[src/rtl/core/dnle_pkg.sv]
`timescale 1ns / 1ps
// Package for the DNS name label encoder: status codes, action codes,
// controller states and the command/status structs between ctrl and datapath.
// No dependencies.
package dnle_pkg;

    typedef enum logic [1:0] {
        ST_OK      = 2'd0,
        ST_EMPTY   = 2'd1,
        ST_INVALID = 2'd2
    } t_status;

    // What an accepted character does to the encoder.
    typedef enum logic [2:0] {
        ACT_DROP       = 3'd0,
        ACT_REARM      = 3'd1,
        ACT_STORE      = 3'd2,
        ACT_STORE_SEND = 3'd3,
        ACT_SEND       = 3'd4,
        ACT_FAIL       = 3'd5
    } t_act;

    typedef enum logic {
        S_IDLE = 1'b0,
        S_EMIT = 1'b1
    } t_state;

    localparam logic [7:0] CH_DOT      = 8'h2E;
    localparam logic [7:0] CH_UPPER_A  = 8'h41;
    localparam logic [7:0] CH_UPPER_Z  = 8'h5A;
    localparam logic [7:0] CASE_OFFSET = 8'd32;

    // Length byte of the label plus the implied closing zero byte.
    localparam int NAME_OVERHEAD = 2;

    typedef struct packed {
        t_act act;       // action of the character on the input port
        logic out_free;  // output register empty or being taken
        logic rd_more;   // label bytes still to be read
        logic rd_vld;    // read data waits in the RAM output register
        logic last;      // waiting read data is the last byte of the label
    } t_sts;

    typedef struct packed {
        logic accept;    // input beat taken this cycle
        logic issue;     // read the next label byte
        logic consume;   // move read data into the output register
    } t_cmd;

endpackage

[src/rtl/core/dnle_ram.sv]
`timescale 1ns / 1ps
// Generic single-write, single-read RAM with registered read data.
// No dependencies.
module dnle_ram #(
    parameter int WIDTH = 8,
    parameter int DEPTH = 64,
    localparam int AW = (DEPTH > 1) ? $clog2(DEPTH) : 1
) (
    input  logic             i_clk,
    input  logic             i_we,
    input  logic [AW-1:0]    i_waddr,
    input  logic [WIDTH-1:0] i_wdata,
    input  logic             i_re,
    input  logic [AW-1:0]    i_raddr,
    output logic [WIDTH-1:0] o_rdata
);

    logic [WIDTH-1:0] r_mem [DEPTH];
    logic [WIDTH-1:0] r_rdata;

    always_ff @(posedge i_clk) begin
        if (i_we) begin
            r_mem[i_waddr] <= i_wdata;
        end
        if (i_re) begin
            r_rdata <= r_mem[i_raddr];
        end
    end

    assign o_rdata = r_rdata;

endmodule

[src/rtl/core/dnle_ctrl.sv]
`timescale 1ns / 1ps
// Controller of the label encoder: takes input beats and sequences the
// label read-out. Depends on dnle_pkg.
module dnle_ctrl (
    input  logic          i_clk,
    input  logic          i_rst_n,
    input  logic          i_in_valid,
    output logic          o_in_ready,
    input  dnle_pkg::t_sts i_sts,
    output dnle_pkg::t_cmd o_cmd
);

    import dnle_pkg::*;

    t_state r_state;
    t_state n_state;

    always_ff @(posedge i_clk) begin
        if (!i_rst_n) begin
            r_state <= S_IDLE;
        end else begin
            r_state <= n_state;
        end
    end

    always_comb begin
        n_state       = r_state;
        o_in_ready    = 1'b0;
        o_cmd.accept  = 1'b0;
        o_cmd.issue   = 1'b0;
        o_cmd.consume = 1'b0;
        unique case (r_state)
            S_IDLE: begin
                o_in_ready   = i_sts.out_free;
                o_cmd.accept = i_in_valid && i_sts.out_free;
                if (o_cmd.accept &&
                    (i_sts.act == ACT_SEND || i_sts.act == ACT_STORE_SEND)) begin
                    n_state = S_EMIT;
                end
            end
            S_EMIT: begin
                // keep one byte in flight in the RAM read register
                o_cmd.consume = i_sts.rd_vld && i_sts.out_free;
                o_cmd.issue   = i_sts.rd_more && (!i_sts.rd_vld || o_cmd.consume);
                if (o_cmd.consume && i_sts.last) begin
                    n_state = S_IDLE;
                end
            end
            default: begin
                n_state = S_IDLE;
            end
        endcase
    end

endmodule

[src/rtl/core/dnle_datapath.sv]
`timescale 1ns / 1ps
// Datapath of the label encoder: label RAM, name counters, decision logic
// and output register. Depends on dnle_pkg and dnle_ram.
module dnle_datapath #(
    parameter int MAX_NAME_BYTES  = 256,
    parameter int MAX_LABEL_BYTES = 63
) (
    input  logic           i_clk,
    input  logic           i_rst_n,
    input  logic [7:0]     i_character,
    input  logic           i_final_char,
    input  dnle_pkg::t_cmd i_cmd,
    output dnle_pkg::t_sts o_sts,
    output logic           o_out_valid,
    input  logic           i_out_ready,
    output logic [7:0]     o_out_byte,
    output logic           o_run_end,
    output logic           o_name_end,
    output logic [1:0]     o_status
);

    import dnle_pkg::*;

    localparam int LCW = $clog2(MAX_LABEL_BYTES + 1);
    localparam int AW  = (MAX_LABEL_BYTES > 1) ? $clog2(MAX_LABEL_BYTES) : 1;
    localparam int EW  = $clog2(MAX_NAME_BYTES);
    localparam int SW  = $clog2(MAX_NAME_BYTES + MAX_LABEL_BYTES + NAME_OVERHEAD + 1);
    localparam logic [SW-1:0]  NAME_LIMIT  = SW'(MAX_NAME_BYTES);
    localparam logic [LCW-1:0] LABEL_LIMIT = LCW'(MAX_LABEL_BYTES);

    // name state
    logic [LCW-1:0] r_cnt, n_cnt;
    logic [EW-1:0]  r_emitted, n_emitted;
    logic           r_disc, n_disc;
    logic           r_prev_dot, n_prev_dot;
    // read-out state
    logic [LCW-1:0] r_len, n_len;
    logic           r_final, n_final;
    logic [LCW-1:0] r_issued, n_issued;
    logic [LCW-1:0] r_sent, n_sent;
    logic           r_rd_vld, n_rd_vld;
    // output register
    logic           r_out_valid, n_out_valid;
    logic [7:0]     r_out_byte, n_out_byte;
    logic           r_out_run_end, n_out_run_end;
    logic           r_out_name_end, n_out_name_end;
    t_status        r_out_status, n_out_status;

    t_act           act;
    t_status        fail_status;
    logic           is_dot;
    logic [7:0]     low_char;
    logic [LCW-1:0] send_len;
    logic [SW-1:0]  name_sum;
    logic           name_ovf;
    logic           out_free;
    logic           last;
    logic           ram_we;
    logic [7:0]     ram_rdata;

    dnle_ram #(
        .WIDTH (8),
        .DEPTH (MAX_LABEL_BYTES)
    ) u_label_ram (
        .i_clk   (i_clk),
        .i_we    (ram_we),
        .i_waddr (r_cnt[AW-1:0]),
        .i_wdata (low_char),
        .i_re    (i_cmd.issue),
        .i_raddr (r_issued[AW-1:0]),
        .o_rdata (ram_rdata)
    );

    // classify the character on the input port
    always_comb begin
        is_dot   = (i_character == CH_DOT);
        low_char = (i_character >= CH_UPPER_A && i_character <= CH_UPPER_Z) ?
                   i_character + CASE_OFFSET : i_character;
        send_len = is_dot ? r_cnt : LCW'(r_cnt + 1'b1);
        name_sum = SW'(r_emitted) + SW'(send_len) + SW'(NAME_OVERHEAD);
        name_ovf = name_sum > NAME_LIMIT;
        fail_status = ST_INVALID;
        if (r_disc) begin
            act = i_final_char ? ACT_REARM : ACT_DROP;
        end else if (is_dot) begin
            if (r_cnt == '0) begin
                act = ACT_FAIL;
                if (i_final_char && r_emitted == '0 && !r_prev_dot) begin
                    fail_status = ST_EMPTY;
                end
            end else if (name_ovf) begin
                act = ACT_FAIL;
            end else begin
                act = ACT_SEND;
            end
        end else if (r_cnt >= LABEL_LIMIT) begin
            act = ACT_FAIL;
        end else if (i_final_char) begin
            act = name_ovf ? ACT_FAIL : ACT_STORE_SEND;
        end else begin
            act = ACT_STORE;
        end
    end

    assign out_free = !r_out_valid || i_out_ready;
    assign last     = (LCW'(r_sent + 1'b1) == r_len);

    always_comb begin
        o_sts.act      = act;
        o_sts.out_free = out_free;
        o_sts.rd_more  = (r_issued != r_len);
        o_sts.rd_vld   = r_rd_vld;
        o_sts.last     = last;
    end

    always_comb begin
        n_cnt          = r_cnt;
        n_emitted      = r_emitted;
        n_disc         = r_disc;
        n_prev_dot     = r_prev_dot;
        n_len          = r_len;
        n_final        = r_final;
        n_issued       = r_issued;
        n_sent         = r_sent;
        n_rd_vld       = r_rd_vld;
        n_out_valid    = r_out_valid && !i_out_ready;
        n_out_byte     = r_out_byte;
        n_out_run_end  = r_out_run_end;
        n_out_name_end = r_out_name_end;
        n_out_status   = r_out_status;
        ram_we         = 1'b0;

        if (i_cmd.accept) begin
            case (act)
                ACT_REARM: begin
                    n_cnt      = '0;
                    n_emitted  = '0;
                    n_disc     = 1'b0;
                    n_prev_dot = 1'b0;
                end
                ACT_STORE: begin
                    ram_we     = 1'b1;
                    n_cnt      = LCW'(r_cnt + 1'b1);
                    n_prev_dot = 1'b0;
                end
                ACT_STORE_SEND, ACT_SEND: begin
                    ram_we         = (act == ACT_STORE_SEND);
                    n_out_valid    = 1'b1;
                    n_out_byte     = 8'(send_len);
                    n_out_run_end  = 1'b0;
                    n_out_name_end = 1'b0;
                    n_out_status   = ST_OK;
                    n_len          = send_len;
                    n_final        = i_final_char;
                    n_issued       = '0;
                    n_sent         = '0;
                    n_cnt          = '0;
                    if (i_final_char) begin
                        n_emitted  = '0;
                        n_prev_dot = 1'b0;
                    end else begin
                        n_emitted  = EW'(r_emitted + EW'(send_len) + 1'b1);
                        n_prev_dot = 1'b1;
                    end
                end
                ACT_FAIL: begin
                    n_out_valid    = 1'b1;
                    n_out_byte     = 8'h00;
                    n_out_run_end  = 1'b1;
                    n_out_name_end = 1'b1;
                    n_out_status   = fail_status;
                    n_cnt          = '0;
                    n_emitted      = '0;
                    n_prev_dot     = 1'b0;
                    n_disc         = !i_final_char;
                end
                default: begin
                end
            endcase
        end

        if (i_cmd.issue) begin
            n_issued = LCW'(r_issued + 1'b1);
            n_rd_vld = 1'b1;
        end else if (i_cmd.consume) begin
            n_rd_vld = 1'b0;
        end

        if (i_cmd.consume) begin
            n_sent         = LCW'(r_sent + 1'b1);
            n_out_valid    = 1'b1;
            n_out_byte     = ram_rdata;
            n_out_run_end  = last;
            n_out_name_end = last && r_final;
            n_out_status   = ST_OK;
        end
    end

    always_ff @(posedge i_clk) begin
        if (!i_rst_n) begin
            r_cnt       <= '0;
            r_emitted   <= '0;
            r_disc      <= 1'b0;
            r_prev_dot  <= 1'b0;
            r_len       <= '0;
            r_final     <= 1'b0;
            r_issued    <= '0;
            r_sent      <= '0;
            r_rd_vld    <= 1'b0;
            r_out_valid <= 1'b0;
        end else begin
            r_cnt       <= n_cnt;
            r_emitted   <= n_emitted;
            r_disc      <= n_disc;
            r_prev_dot  <= n_prev_dot;
            r_len       <= n_len;
            r_final     <= n_final;
            r_issued    <= n_issued;
            r_sent      <= n_sent;
            r_rd_vld    <= n_rd_vld;
            r_out_valid <= n_out_valid;
        end
    end

    always_ff @(posedge i_clk) begin
        r_out_byte     <= n_out_byte;
        r_out_run_end  <= n_out_run_end;
        r_out_name_end <= n_out_name_end;
        r_out_status   <= n_out_status;
    end

    assign o_out_valid = r_out_valid;
    assign o_out_byte  = r_out_byte;
    assign o_run_end   = r_out_run_end;
    assign o_name_end  = r_out_name_end;
    assign o_status    = r_out_status;

`ifndef NO_ASSERTIONS
    a_issue_in_range: assert property (@(posedge i_clk) disable iff (!i_rst_n)
        i_cmd.issue |-> (r_issued != r_len))
        else $error("label read issued past label length");

    a_consume_has_data: assert property (@(posedge i_clk) disable iff (!i_rst_n)
        i_cmd.consume |-> (r_rd_vld && out_free))
        else $error("label byte moved without read data or free output");

    a_load_when_free: assert property (@(posedge i_clk) disable iff (!i_rst_n)
        (i_cmd.accept && (act == ACT_SEND || act == ACT_STORE_SEND || act == ACT_FAIL))
        |-> out_free)
        else $error("output register overwritten while occupied");

    a_label_bound: assert property (@(posedge i_clk) disable iff (!i_rst_n)
        r_cnt <= LABEL_LIMIT)
        else $error("label count beyond label limit");

    a_sent_le_issued: assert property (@(posedge i_clk) disable iff (!i_rst_n)
        r_sent <= r_issued)
        else $error("more label bytes sent than read");
`endif

endmodule

[src/rtl/core/dns_name_label_encoder_core.sv]
`timescale 1ns / 1ps
// Top level of the DNS name label encoder: controller plus datapath.
// Depends on dnle_pkg, dnle_ctrl, dnle_datapath and dnle_ram.
//
//  channel | direction | handshake                  | beat payload
//  --------+-----------+----------------------------+------------------------------------
//  in      | sink      | i_in_valid / o_in_ready    | i_character, i_final_char
//  out     | source    | o_out_valid / i_out_ready  | o_out_byte, o_run_end, o_name_end,
//          |           |                            | o_status
//
// A character that only joins the current label is stored in the label RAM.
// A dot or a final character puts the length byte into the output register at
// its accept edge; the label bytes follow from the single read port of the
// label RAM via its read register, one per cycle unless the output stalls,
// and the next input beat waits until the last of them is taken into the
// output register. Errors give one beat. Reset is synchronous and active low;
// the label RAM needs no clearing pass. An output stall also holds the input.
module dns_name_label_encoder_core #(
    parameter int MAX_NAME_BYTES  = 256,
    parameter int MAX_LABEL_BYTES = 63
) (
    input  logic       i_clk,
    input  logic       i_rst_n,
    // input channel: one character of the dotted name per beat
    input  logic       i_in_valid,
    output logic       o_in_ready,
    input  logic [7:0] i_character,
    input  logic       i_final_char,
    // output channel: one wire byte or status per beat
    output logic       o_out_valid,
    input  logic       i_out_ready,
    output logic [7:0] o_out_byte,
    output logic       o_run_end,
    output logic       o_name_end,
    output logic [1:0] o_status
);

    import dnle_pkg::*;

    // command and status between the controller and the datapath
    t_cmd cmd;
    t_sts sts;

    // Controller: accept characters, then walk the label read-out.
    dnle_ctrl u_ctrl (
        .i_clk      (i_clk),
        .i_rst_n    (i_rst_n),
        .i_in_valid (i_in_valid),
        .o_in_ready (o_in_ready),
        .i_sts      (sts),
        .o_cmd      (cmd)
    );

    // Datapath: fold case, buffer the label, check limits, drive the output.
    dnle_datapath #(
        .MAX_NAME_BYTES  (MAX_NAME_BYTES),
        .MAX_LABEL_BYTES (MAX_LABEL_BYTES)
    ) u_datapath (
        .i_clk        (i_clk),
        .i_rst_n      (i_rst_n),
        .i_character  (i_character),
        .i_final_char (i_final_char),
        .i_cmd        (cmd),
        .o_sts        (sts),
        .o_out_valid  (o_out_valid),
        .i_out_ready  (i_out_ready),
        .o_out_byte   (o_out_byte),
        .o_run_end    (o_run_end),
        .o_name_end   (o_name_end),
        .o_status     (o_status)
    );

endmodule
[config.mk]
export PLATFORM = sky130hd
export DESIGN_NAME = dns_name_label_encoder_core
export DESIGN_NICKNAME = d
export VERILOG_FILES = /design/src/rtl/core/dnle_pkg.sv /design/src/rtl/core/dnle_ram.sv /design/src/rtl/core/dnle_ctrl.sv /design/src/rtl/core/dnle_datapath.sv /design/src/rtl/core/dns_name_label_encoder_core.sv
export SDC_FILE = /design/constraint.sdc
export NUM_CORES = 1
export LEC_CHECK = 0
export ABC_AREA = 1
export ABC_CLOCK_PERIOD_IN_PS = 4500
export BUFFER_PORTS_ARGS = -buffer_cell sky130_fd_sc_hd__buf_2
export CAP_MARGIN = 0
export CORE_UTILIZATION = 45
export CTS_CLUSTER_DIAMETER = 200
export DETAILED_ROUTE_END_ITERATION = 12
export GPL_TIMING_DRIVEN = 0
export PLACE_DENSITY_LB_ADDON = 0.2
export SLEW_MARGIN = 20
export SYNTH_ARGS = -nofsm -noshare
export SYNTH_HDL_FRONTEND = slang
export SYNTH_SLANG_ARGS = --single-unit
[constraint.sdc]
create_clock -name i_clk -period 4.5 [get_ports i_clk]
set_input_delay 0.9 -clock i_clk [delete_from_list [all_inputs] [get_ports i_clk]]
set_output_delay 0.9 -clock i_clk [all_outputs]
set_load 0.1 [all_outputs]
# Word level (Yosys, flattened, before mapping)
# Memories as Yosys holds them, arrays and structs flattened. A register that Yosys moved wholly into a read port is not among the register bits.
# Cells that the tools add are included.
[word_totals]
out_inout_bits = 14
elab_cells = 129
inputBits = 13
memories = 1
mem_bits_rw = 504
ff_bits = 50
[classes]
reduce_logical = 45
order_cmp = 4
eq_ne = 8
bitwise_logic = 1
n_addsub = 8
mux = 47
[mem_list]
columns = ["name", "depth", "width", "read_ports", "rd_clocked_by_memory_dff", "write_ports", "line_no", "source"]
rows = [
  ["u_datapath.u_label_ram.r_mem", 63, 8, 1, 1, 1, "dnle_ram.sv:18", "logic [WIDTH-1:0] r_mem [DEPTH];"],
]
[ops]
columns = ["op", "n"]
rows = [
  ["8-bit 2-to-1 mux", 4],
  ["8-bit case mux with 2 select lines", 2],
  ["6-bit 2-to-1 mux", 5],
  ["2-bit nonzero test", 10],
  ["6-bit by 1-bit adder with 6-bit output, second input constant", 3],
  ["1-bit 2-to-1 mux", 18],
  ["3-bit 2-to-1 mux", 6],
  ["2-bit AND reduction", 9],
  ["6-bit case mux with 2 select lines", 1],
  ["1-bit logical AND", 10],
  ["2-bit 2-to-1 mux", 5],
  ["1-bit case mux with 2 select lines", 5],
  ["8-bit by 6-bit adder with 9-bit output", 1],
  ["9-bit by 2-bit adder with 9-bit output, second input constant", 1],
  ["9-bit greater-than comparator, second input constant", 1],
  ["8-bit by 1-bit adder with 8-bit output, second input constant", 1],
  ["8-bit by 6-bit adder with 8-bit output", 1],
  ["8-bit by 6-bit adder with 8-bit output, second input constant", 1],
  ["8-bit by 6-bit equality test with 1-bit output, second input constant", 1],
  ["8-bit by 7-bit greater-or-equal comparator with 1-bit output, second input constant", 1],
  ["8-bit by 7-bit <= comparator with 1-bit output, second input constant", 1],
  ["8-bit zero test", 1],
  ["3-bit by 2-bit equality test with 1-bit output, second input constant", 2],
  ["3-bit equality test, second input constant", 2],
  ["other kinds (13)", 21],
]

# Depth between registers and ports, before layout
# Gate-level depths: netlist of run 1.
[depth]
word_depth = 16
depth_mapped = 26
ltp_nobuf = 26

# Hierarchy
# A second synthesis of run 1 with hierarchy kept.
[hier_totals]
hier_cells = 2293
area_unflattened_um2 = 24383.4
[by_module_without_submodules]
columns = ["module", "cells_each", "seq_area_each_um2", "n_inst", "area_each_um2"]
rows = [
  ["dnle_ram", 1780, 15374.7, 1, 20903.8],
  ["dnle_datapath", 493, 1081.0, 1, 3368.2],
  ["dnle_ctrl", 20, 20.0, 1, 111.4],
]

# Least setup slack after synthesis of run 1
# OpenSTA, ideal clock, no wires.
[synth_path]
path_kind = "input-to-reg"
startpoint = "input port i_character[6]"
endpoint = "memory u_datapath.u_label_ram.r_mem[56][0], enable pin"
required_time_ps = 4130
arrival_ps = 4184
setup_time_ps = 370
path_stages = 22
n_path_buf = 0
slack_ps = -54
cell_sequence = "inv_1 > nand2_1 > nor2_2 > nand2_2 > o21ai_0 > ha_1 > inv_1 > ha_1 > inv_1 > fa_1 > nand2_1 > nor2_1 > nand3_1 > nor2_1 > nand2_2 > nand3_2 > nand2_4 > inv_2 > nand3_2 > nor2_2 > nand2_1 > nor2_1"
[synth_between]
elab_chain_cells = 16
[synth_rtl]
columns = ["item", "line_no", "source"]
rows = [
  ["start: declaration", "dns_name_label_encoder_core.sv:27", "input logic [7:0] i_character,"],
  ["8-bit by 6-bit equality test with 1-bit output (*)", "dnle_datapath.sv:76", "is_dot = (i_character == CH_DOT);"],
  ["6-bit 2-to-1 mux", "dnle_datapath.sv:79", "send_len = is_dot ? r_cnt : LCW'(r_cnt + 1'b1);"],
  ["8-bit by 6-bit adder with 9-bit output", "dnle_datapath.sv:80", "name_sum = SW'(r_emitted) + SW'(send_len) + SW'(NAME_OVERHEAD);"],
  ["9-bit by 2-bit adder with 9-bit output", "dnle_datapath.sv:80", ""],
  ["9-bit greater-than comparator", "dnle_datapath.sv:81", "name_ovf = name_sum > NAME_LIMIT;"],
  ["3-bit 2-to-1 mux", "dnle_datapath.sv:99", "act = name_ovf ? ACT_FAIL : ACT_STORE_SEND;"],
  ["3-bit 2-to-1 mux", "dnle_datapath.sv:98", "end else if (i_final_char) begin"],
  ["3-bit 2-to-1 mux", "dnle_datapath.sv:96", "end else if (r_cnt >= LABEL_LIMIT) begin"],
  ["3-bit 2-to-1 mux (*)", "dnle_datapath.sv:85", "end else if (is_dot) begin"],
  ["3-bit 2-to-1 mux (*)", "dnle_datapath.sv:83", "if (r_disc) begin"],
  ["3-bit by 2-bit equality test with 1-bit output / 3-bit equality test (equally long branches)", "dnle_datapath.sv:134, dnle_datapath.sv:147", ""],
  ["2-bit OR reduction", "dnle_datapath.sv:134", "case (act)"],
  ["1-bit case mux with 2 select lines (*)", "dnle_datapath.sv:134", ""],
  ["1-bit 2-to-1 mux (*)", "dnle_datapath.sv:133", "if (i_cmd.accept) begin"],
  ["1-bit 2-to-1 mux (*)", "dnle_ram.sv:22", "if (i_we) begin"],
  ["1-bit 2-to-1 mux (not written as such) (*)", "dnle_ram.sv:23", "r_mem[i_waddr] <= i_wdata;"],
  ["end: declaration", "dnle_ram.sv:18", ""],
]
# Every way passes the cells marked *; elsewhere a longest branch is shown, timed or not.

# Final worst setup path of run 1
[layout_path]
startpoint = "input port i_character[4]"
endpoint = "memory u_datapath.u_label_ram.r_mem[4][6], enable pin"
# Same word-level chain as after synthesis.

==> results of run 1 <==
-- critical path: stages --
cell	delay, ps
sky130_fd_sc_hd__buf_16	140
sky130_fd_sc_hd__clkinv_8	90
sky130_fd_sc_hd__nand2_1	90
sky130_fd_sc_hd__nor2_2	140
sky130_fd_sc_hd__nand2_4	120
sky130_fd_sc_hd__o21ai_4	320
sky130_fd_sc_hd__ha_4	260
sky130_fd_sc_hd__inv_1	60
sky130_fd_sc_hd__ha_2	170
sky130_fd_sc_hd__inv_1	60
sky130_fd_sc_hd__fa_1	530
sky130_fd_sc_hd__nand2_1	70
sky130_fd_sc_hd__nor2_1	110
sky130_fd_sc_hd__nand3_1	100
sky130_fd_sc_hd__nor2_2	130
sky130_fd_sc_hd__nand2_2	90
sky130_fd_sc_hd__nand3_2	80
sky130_fd_sc_hd__nand2_4	80
sky130_fd_sc_hd__inv_4	80
sky130_fd_sc_hd__nand3_4	120
sky130_fd_sc_hd__nor2_4	280
sky130_fd_sc_hd__nand3_4	120
sky130_fd_sc_hd__buf_12	170
sky130_fd_sc_hd__nor2_4	150
sky130_fd_sc_hd__buf_12	170
-- how the worst max path moves through the flow --
stage	cells after the start	start	end
floorplan	5	i_character[2]	u_datapath.u_label_ram.r_mem[0][7]
global placement	5	i_character[3]	u_datapath.u_label_ram.r_mem[23][7]
detailed placement	22	i_character[3]	u_datapath.u_label_ram.r_mem[49][4]
CTS	23	i_character[3]	u_datapath.u_label_ram.r_mem[10][6]
global route	25	u_datapath.r_cnt[3]	u_datapath.u_label_ram.r_mem[4][6]
finish	25	i_character[4]	u_datapath.u_label_ram.r_mem[4][6]
-- Yosys cell counts (all sizes together) --
cell	number	area share, %
o311ai	6	0.22
o31ai	2	0.064
ha	18	0.96
nand2	179	3.1
nor2	398	6.4
buf	31	0.70
a31oi	1	0.027
edfxtp	522	66
a221o	2	0.085
a21oi	71	1.7
dfxtp	40	3.4
nand3	74	1.8
clkinv	3	0.053
o21bai	1	0.032
o22ai	122	3.2
o221ai	11	0.41
o211ai	13	0.41
clkbuf	91	1.4
a311oi	1	0.037
o21ai	309	6.6
nor3	5	0.11
fa	4	0.34
xor2	15	0.56
nor4	3	0.080
o21a	1	0.032
inv	72	1.1
a221oi	4	0.15
nand3b	2	0.064
xnor2	5	0.19
nand4	4	0.13
a31o	1	0.037
or2	3	0.080
-- stage by stage --
stage | utilization [%] | setup WS, ps | cell area (sq um)
final | 56.03 | 68.64 | 28860
after global routing | 56.02 | -55.48 | 28860
after CTS | 55.18 | -79.18 | 28420
after detailed placement | 47.92 | -2202 | 24680
after global placement | 47.66 | -4218 | 24550
after floorplan | - | 60.12 | 23580
-- flip-flops by register name (all words and copies together) (netlist names) --
name,flops
u_datapath.r_prev_dot,1
u_datapath.r_emitted,8
u_ctrl.r_state,1
u_datapath.o_status,2
u_datapath.o_out_valid,1
u_datapath.u_label_ram.o_rdata,8
u_datapath.r_sent,6
u_datapath.o_name_end,1
u_datapath.o_out_byte,8
u_datapath.r_rd_vld,1
u_datapath.r_final,1
u_datapath.o_run_end,1
u_datapath.r_disc,1
u_datapath.r_len,6
u_datapath.u_label_ram.r_mem,504
u_datapath.r_cnt,6
u_datapath.r_issued,6
-- timing repair --
| action | in CTS | in global routing |
|---|---|---|
| endpoints found under the setup margin | 553 | 514 |
| hold endpoints to repair | 0 | 0 |
| resized for setup | 158 | 49 |
| pin swaps | 61 | 18 |
| gates cloned | 0 | 5 |
| buffers inserted | 80 | 11 |
-- cell families (layout without fill, tap and decap cells) --
group	Yosys count	after routing	synth area share [%]
and+or+nand+nor	668	668	11.75
DFF	562	562	69.88
AOI/OAI and AO/OA	545	545	12.99
buffers and inverters	197	429	3.343
adders and majority gates	22	22	1.295
xor gates and xnor gates	20	20	0.7430
other	0	1	0
-- power by group --
group	total (mW)	internal, mW	switching (mW)
Sequential	5.75	5.73	0.0124
Clock	4.91	2.79	2.12
Combinational	0.653	0.155	0.498
-- metal layers --
layer	global-route usage, %	up-vias	part of all wire [%]
met5	0	-	0
met4	16.23	0	5.6
met3	5.855	245	10
met2	51.41	1156	45
met1	44.90	9068	39
li1	-	7688	-
-- cell type report --
type                    count  area, sq um
fillers                  4341        22650
flip-flops and latches    562        16480
multi-input cells        1255         7018
repair buffers            124         1769
clock buffers              72         1546
well taps                 680        850.8
plain buffers             122        511.7
clock inverters            36        365.4
inverters                  75        311.5
diodes                      1        2.502
==> qor.yml, run 1 <==
gp_routability_congestion: 1.015
cts-htree-levels: 2
most_frequent_cells_in_the_layout: "522 x sky130_fd_sc_hd__edfxtp_1, 325 x sky130_fd_sc_hd__nor2_1, 304 x sky130_fd_sc_hd__o21ai_0"
timing.critical_path.from_type: "input pin"
yosys.cell_types.count: 46
post_synth_inst_count: 2014
hold-path-cell-count: 2
synth.avg_cell_area_sq_um: 11.71
post_route_wl_mm: 90.17
floorplan.initialDensity_pct: 45.77
net_count_after_synthesis: 2049
final_period_minus_worst_setup_slack_ps: 4431
via_count: 18160
yosysSeqAreaShare_pct: 69.88
maximum_clock_rate_mhz: 225.7
vias_per_cell: 6.203
syn-cell-area_sq_um: 23580
power_leakage_nw: 9.741
grt_overflow: 0
final.period_utilization_pct: 98.47
number_of_synthesized_register_bits: 562
min-delay-start: "u_datapath.r_final"
power.density_nw_per_um2: 391.9
max-slew-margin-rel_pct: 16.51
synth_warnings: 0
grt_first_pass_wirelength_mm: 122.9
clk_root_buffer_cell: "sky130_fd_sc_hd__clkbuf_16"
cp_data_arrival_time_ps: 4780
wire_per_inst_microns: 30.80
holdBufCountCts: 0
first_pass_iters: 7
timing_worst_slew_pin_value_ps: 1252
worstReg2RegEnd: "u_datapath.u_label_ram.r_mem[4][6]"
cts.clk_slew.worst_paths_ps: 60
setup.reg_to_reg.worst_slack_ps: 150
startpoint_of_the_worst_register_to_register_path: "u_datapath.r_cnt[3]"
worst-setup-path-type: "input pin to register"
inserted_clock_buffers: 59
timing.hold.ws_ps: 463.2
estimated_wirelength_of_the_detail_placed_design_mm: 57.66
report.final.setup_viol: 0
layout.cells.most_common: "sky130_fd_sc_hd__edfxtp_1"
grt_max_degree: 67
layout-area-overhead-vs-synth_pct: 22.41
postRouteAntennaNets: 0
placed_cells: 2722
cap_violations: 0
cts_num_sinks: 562
grt_antenna_before_repair: 2
critPathMaxFanout: 32
timing.setup.tns_ps: 0
port_buffer_cells: 24
die_width_microns: 230.9
tritoncts: "done"
timing.reg2reg.worst_path_depth: 25
vdd.ir_drop.worst_mv: 0.4269
final_nets: 2234
hold_class: "register to register"
final_cells: 2927
globalRouteTotalUtil_pct: 33.08
die-height_microns: 230.9
clock_tree.buffer_depth: 3
die_area_sq_um: 53310
final_layout_size_suffix_gt1_share_pct: 17.28
vias_in_the_first_global_route: 16920
rows: 83
drt_iter0_markers: 2542
finalClockSkew_ps: 24.61
ios: 27
final_total_pwr_mw: 11.31
end_kind: "register"
hold_violations: 0
drc_markers: 0
status: "complete, no violations"
finalMaxSlewViolations: 0
hold-path-endpoint: "u_datapath.r_final"
clk_latency_ps: 650
critical_path_required_ps: 4850
core_region_area_sq_um: 51510
Note: power is estimated with default switching activity, not from simulation.
==> inputs of run 2 (changes only) <==
CORE_MARGIN = 2   (was unset)
PLACE_DENSITY_LB_ADDON = unset   (was 0.2)
==> run 2 against run 1 <==
  * Critical path depth unchanged
  * Clock power down 4.7%
  * Cell count down 0.24%
  * Worst setup slack better by 130 ps
  * Sequential share of layout area up 0.33 points
  * Design area down 0.57%
  * Wire length down 3.2%
  * Sequential cell count unchanged
  * Worst hold slack worse by 2.6 ps
  * Total power down 2.1%
  * Critical path type unchanged
  * Critical endpoint is now u_datapath.u_label_ram.r_mem[6][5]
  * Highest routed layer is now met5
==> qor.yml, run 2 (synthesis results as in run 1) <==
status: "complete, no violations"
timing.hold.ws_ps: 460.6
hold_violations: 0
hold_class: "register to register"
ios: 27
timing_worst_slew_pin_value_ps: 1256
finalClockSkew_ps: 28.52
report.final.setup_viol: 0
cts.clk_slew.worst_paths_ps: 60
drc_markers: 0
first_pass_iters: 5
grt.met1_usage_pct: 43.25
grt_overflow: 0
clk_root_buffer_cell: "sky130_fd_sc_hd__clkbuf_16"
cts_num_sinks: 562
vdd.ir_drop.worst_mv: 0.3372
post_route_wl_mm: 87.31
floorplan.initialDensity_pct: 45.77
die_area_sq_um: 54240
critPathMaxFanout: 32
die-height_microns: 232.9
drt_iter0_markers: 2708
final_total_pwr_mw: 11.07
layout-area-overhead-vs-synth_pct: 21.71
cap_violations: 0
layout.cells.most_common: "sky130_fd_sc_hd__edfxtp_1"
clk_latency_ps: 640
tritoncts: "done"
via_count: 18060
timing.critical_path.from_type: "input pin"
postRouteAntennaNets: 0
vias_per_cell: 6.184
cts-htree-levels: 2
wire_per_inst_microns: 29.90
crit_slowest_cell: "sky130_fd_sc_hd__fa_1"
most_frequent_cells_in_the_layout: "522 x sky130_fd_sc_hd__edfxtp_1, 323 x sky130_fd_sc_hd__nor2_1, 304 x sky130_fd_sc_hd__o21ai_0"
finalMaxSlewViolations: 0
largest_register_ffs: 504
grt_first_pass_wirelength_mm: 120.4
max-slew-margin-rel_pct: 16.24
use_met2_pct: 47.74
rows: 83
power_leakage_nw: 9.654
cp_data_arrival_time_ps: 4630
final_nets: 2225
fillerInstances: 4305
clock_tree.buffer_depth: 3
grt_max_degree: 67
port_buffer_cells: 24
maximum_clock_rate_mhz: 232.6
core_region_area_sq_um: 51510
critical_path_required_ps: 4830
critical-path-max-stage-delay_ps: 530
vias_in_the_first_global_route: 16810
power.density_nw_per_um2: 385.9
inserted_clock_buffers: 58
holdBufCountCts: 0
grt_busiest_layer: "met2"
worst-setup-path-type: "input pin to register"
die_width_microns: 232.9
final_layout_size_suffix_gt1_share_pct: 16.49
use_met3_pct: 6.961
largest_register: "u_datapath.u_label_ram.r_mem"
grt_antenna_before_repair: 3
end_kind: "register"
final_period_minus_worst_setup_slack_ps: 4299
final.period_utilization_pct: 95.52
globalRouteTotalUtil_pct: 31.60
gp_routability_congestion: 1.065
estimated_wirelength_of_the_detail_placed_design_mm: 55.71
==> run 2: cell type report <==
type | instances | area [sq um] | share of cell area [%]
Antenna cell | 2 | 5.005 | 0.01744
Buffer | 122 | 514.2 | 1.792
Clock buffer | 68 | 1489 | 5.189
Clock inverter | 40 | 335.3 | 1.169
Inverter | 75 | 294.0 | 1.025
Multi-Input combinational cell | 1255 | 6988 | 24.35
Sequential cell | 562 | 16480 | 57.45
Tap cell | 680 | 850.8 | 2.965
Timing Repair Buffer | 116 | 1734 | 6.044
==> run 2: what timing repair did <==
action | 4_1_cts | 5_1_grt
gates resized for setup | 158 | 40
setup endpoints to repair | 540 | 514
hold endpoints to repair | 0 | 0
gates cloned | 0 | 5
pin swaps | 58 | 6
buffers inserted | 74 | 9
==> run 2: final timing paths <==
check                           cells after the start                start                                 end  slack, ps
worst max-delay path                               25       i_character[4]  u_datapath.u_label_ram.r_mem[6][5]        200
worst min register to register                      2   u_datapath.r_final                  u_datapath.r_final        460
worst max register to register                     23  u_datapath.r_cnt[0]  u_datapath.u_label_ram.r_mem[6][5]        280
worst min-delay path                                2   u_datapath.r_final                  u_datapath.r_final        460
==> run 2: worst max-delay path, delay by kind of cell <==
kind	cells	cell delay, ps
AO/OA/AOI/OAI	1	280
AND/OR/NAND/NOR	14	1620
adder cells (fa/ha/maj)	3	940
buffers and inverters	7	800
==> run 2: where the power goes <==
| part | internal [mW] | total (mW) | leakage, nW | switching (mW) |
|---|---|---|---|---|
| Clock | 2.65 | 4.68 | 0.899 | 2.03 |
| Sequential | 5.73 | 5.75 | 5.03 | 0.0116 |
| Combinational | 0.154 | 0.648 | 3.72 | 0.494 |
| Total | 8.54 | 11.1 | 9.65 | 2.54 |
==> run 2: metrics by stage <==
stage          std cells  util, %  setup slack, ps  setup TNS, ps  instance area, sq um
6_report            2920    55.71            201.4              0                 28690
5_1_grt             2918    55.70           -5.961         -15.06                 28690
4_1_cts             2904    54.97           -42.65          -7723                 28310
3_5_place_dp        2722    47.93            -2064        -962200                 24690
3_3_place_gp        2718    47.66            -4371       -1584270                 24550
2_1_floorplan       2014        -            60.12              0                 23580
==> run 2: metal layers <==
layer | part of all wire (%) | vias up
met2 | 44 | 1202
li1 | - | 7663
met5 | 0.015 | -
met1 | 39 | 8935
met4 | 5.6 | 2
met3 | 11 | 254
==> inputs of run 3 (changes only) <==
ABC_AREA = unset   (was 1)
==> run 3 against run 2 <==
  * Cell count is 28% lower
  * Utilization is 0.71 points higher
  * Global-route usage is 9.5 points lower
  * Largest power group unchanged
  * Sequential power hardly changed
  * Clock power is 1% lower
  * Combinational power is 0.9% higher
  * First-iteration DRC count is 51% lower
  * Highest routed layer is now met4
  * Largest cell class unchanged
  * Synthesized cell count is 40% lower
  * Via count is 32% lower
  * Synthesized area is 2.7% lower
  * Maximum frequency is 1.0% lower
==> qor.yml, run 3 <==
final_nets: 1427
fillerInstances: 3798
syn-cell-area_sq_um: 22940
final_total_pwr_mw: 11.03
estimated_wirelength_of_the_detail_placed_design_mm: 35.21
synthMostInstantiatedCell: "sky130_fd_sc_hd__edfxtp_1"
grt_first_pass_wirelength_mm: 84.40
compound_cell_area_share_of_the_yosys_netlist_pct: 2.722
port_buffer_cells: 25
final_cells: 2106
most_frequent_cells_in_the_layout: "522 x sky130_fd_sc_hd__edfxtp_1, 160 x sky130_fd_sc_hd__mux4_2, 65 x sky130_fd_sc_hd__clkbuf_16"
post_synth_main_area_contributors: "sky130_fd_sc_hd__edfxtp_1 68%, sky130_fd_sc_hd__mux4_2 16%, sky130_fd_sc_hd__dfxtp_1 3.5%"
tritoncts: "done"
dominantRegCellSynth: "sky130_fd_sc_hd__edfxtp_1"
cap_violations: 0
critical_path_required_ps: 4880
die_area_sq_um: 52790
power.density_nw_per_um2: 388.8
synthTopCellsByCount: "522 x sky130_fd_sc_hd__edfxtp_1, 160 x sky130_fd_sc_hd__mux4_2, 71 x sky130_fd_sc_hd__nor3_1, 52 x sky130_fd_sc_hd__nand2_1, 47 x sky130_fd_sc_hd__clkbuf_1"
die_width_microns: 229.8
timing.reg2reg.worst_path_depth: 19
finalMaxSlewViolations: 0
vdd.ir_drop.worst_mv: 0.3314
critPathMaxFanout: 33
worst-setup-path-type: "input pin to register"
grt_antenna_before_repair: 0
antennaDiodeCount: 0
layout-area-overhead-vs-synth_pct: 23.66
post_route_wl_mm: 58.21
hold_class: "register to register"
floorplan.initialDensity_pct: 45.62
net_count_after_synthesis: 1244
layout.cells.most_common: "sky130_fd_sc_hd__edfxtp_1"
rows: 82
power_leakage_nw: 9.360
clk_latency_ps: 620
hold_violations: 0
dpl_cell_area_sq_um: 24700
timing_worst_slew_pin_value_ps: 1075
cts_num_sinks: 562
final.period_utilization_pct: 96.49
yosysTopAreaCellShare_pct: 68.34
gp_routability_congestion: 0.8515
globalRouteTotalUtil_pct: 22.14
wire_per_inst_microns: 27.64
end_kind: "register"
dominant_combinational_cell_family_by_area_after_synthesis: "multiplexers"
timing.hold.ws_ps: 475.7
first_pass_iters: 6
vias_in_the_first_global_route: 12480
async_reset_ff_share_pct: 0
final_period_minus_worst_setup_slack_ps: 4342
post_synth_xor_area_fraction_pct: 1.173
placed_cells: 1908
drc_markers: 0
synthDominantAreaCellType: "sky130_fd_sc_hd__edfxtp_1"
hold-path-cell-count: 2
synthMuxAreaShare_pct: 16.10
drt_iter0_markers: 1321
final_layout_size_suffix_gt1_share_pct: 34.80
timing.critical_path.from_type: "input pin"
finalClockSkew_ps: 20.53
largest_register: "u_datapath.u_label_ram.r_mem"
final.setup.worst_slack_ps: 158.1
max-slew-margin-rel_pct: 28.17
clock_tree.buffer_depth: 3
clk_root_buffer_cell: "sky130_fd_sc_hd__clkbuf_16"
cp_data_arrival_time_ps: 4720
largest_register_ffs: 504
cts-htree-levels: 2
synth_enable_flop_cells: 522
post_synth_inst_count: 1209
detailedPlace.worstSlack_ps: -1938
yosysSeqAreaShare_pct: 71.83
ios: 27
inserted_clock_buffers: 58
core_region_area_sq_um: 50270
grt_overflow: 0
maximum_clock_rate_mhz: 230.3
post_synth_and_or_nand_nor_area_fraction_pct: 4.926
via_count: 12360
synth_warnings: 0
holdBufCountCts: 0
die-height_microns: 229.8
status: "complete, no violations"
postRouteAntennaNets: 0
yosys.cell_types.count: 57
post_synth_fa_ha_maj_area_fraction_pct: 1.331
number_of_synthesized_register_bits: 562
report.final.setup_viol: 0
grt_max_degree: 67
vias_per_cell: 5.870
final_design_area_no_fill_sq_um: 28360
cts.clk_slew.worst_paths_ps: 60
synth.avg_cell_area_sq_um: 18.97
==> run 3: through the flow <==
stage | setup TNS, ps | util, %
3_3_place_gp | -1189950 | 48.95
3_5_place_dp | -966500 | 49.13
4_1_cts | 0 | 55.90
2_1_floorplan | -4323 | -
5_1_grt | -3014 | 56.42
6_report | 0 | 56.42
==> run 3: path summary, 6_finish.rpt <==
kind	from	endpoint	slack (ps)
setup / recovery	i_character[4]	u_datapath.u_label_ram.r_mem[16][2]	160
hold / removal	u_datapath.r_final	u_datapath.r_final	480
setup reg to reg	u_datapath.r_cnt[0]	u_datapath.u_label_ram.r_mem[22][7]	250
hold reg to reg	u_datapath.r_final	u_datapath.r_final	480
==> run 3: cells by family after synthesis <==
family,Yosys count
flip-flops,562
XOR/XNOR,29
buffers and inverters,98
multiplexers,169
AO/OA/AOI/OAI,99
adder cells (fa/ha/maj),22
AND/OR/NAND/NOR,230
==> run 3: final cells by class <==
cell class	count	area [sq um]	share of cell area, %
buffer	69	436.7	1.540
clock buffer	72	1525	5.377
clock inverter	30	272.8	0.9617
inverter	26	97.59	0.3441
multi-input combinational	549	6943	24.48
sequential	562	16480	58.09
tap	672	840.8	2.964
timing repair buffer	126	1772	6.246
==> run 3: power breakdown <==
group          total [mW]  leakage, nW  internal [mW]  switching (mW)
Clock                4.62        0.874           2.67            1.95
Sequential           5.76         5.03           5.74          0.0153
Combinational       0.654         3.46          0.251           0.403
Total                11.0         9.36           8.66            2.37
==> run 3: worst max-delay path, stage by stage <==
cell	delay, ps
sky130_fd_sc_hd__buf_16	150
sky130_fd_sc_hd__nor4b_4	390
sky130_fd_sc_hd__and2_4	250
sky130_fd_sc_hd__nor2_1	80
sky130_fd_sc_hd__xnor2_2	250
sky130_fd_sc_hd__inv_1	90
sky130_fd_sc_hd__ha_2	190
sky130_fd_sc_hd__inv_1	80
sky130_fd_sc_hd__fa_1	450
sky130_fd_sc_hd__nand2b_4	180
sky130_fd_sc_hd__nor4_4	280
sky130_fd_sc_hd__o21ai_2	100
sky130_fd_sc_hd__a41oi_2	240
sky130_fd_sc_hd__a21oi_2	140
sky130_fd_sc_hd__buf_4	180
sky130_fd_sc_hd__nand2b_4	230
sky130_fd_sc_hd__clkbuf_16	230
sky130_fd_sc_hd__nor3_4	40
sky130_fd_sc_hd__buf_4	200
==> run 3: repair_timing <==
item                                    CTS  global route
resized for setup                        48            25
endpoints found under the setup margin  554           535
pin swaps                                65            33
setup buffers                            84             7
cloned                                    5             3
==> run 3: per-layer routing <==
metal	track usage [%]	wire length [microns]	vias to the layer above	part of all wire, %
met5	0	0	-	0
met4	6.754	1437	0	2.5
met3	3.212	3466	86	6.0
met2	35.83	28690	385	49
met1	31.49	24610	6575	42
li1	-	-	5317	-
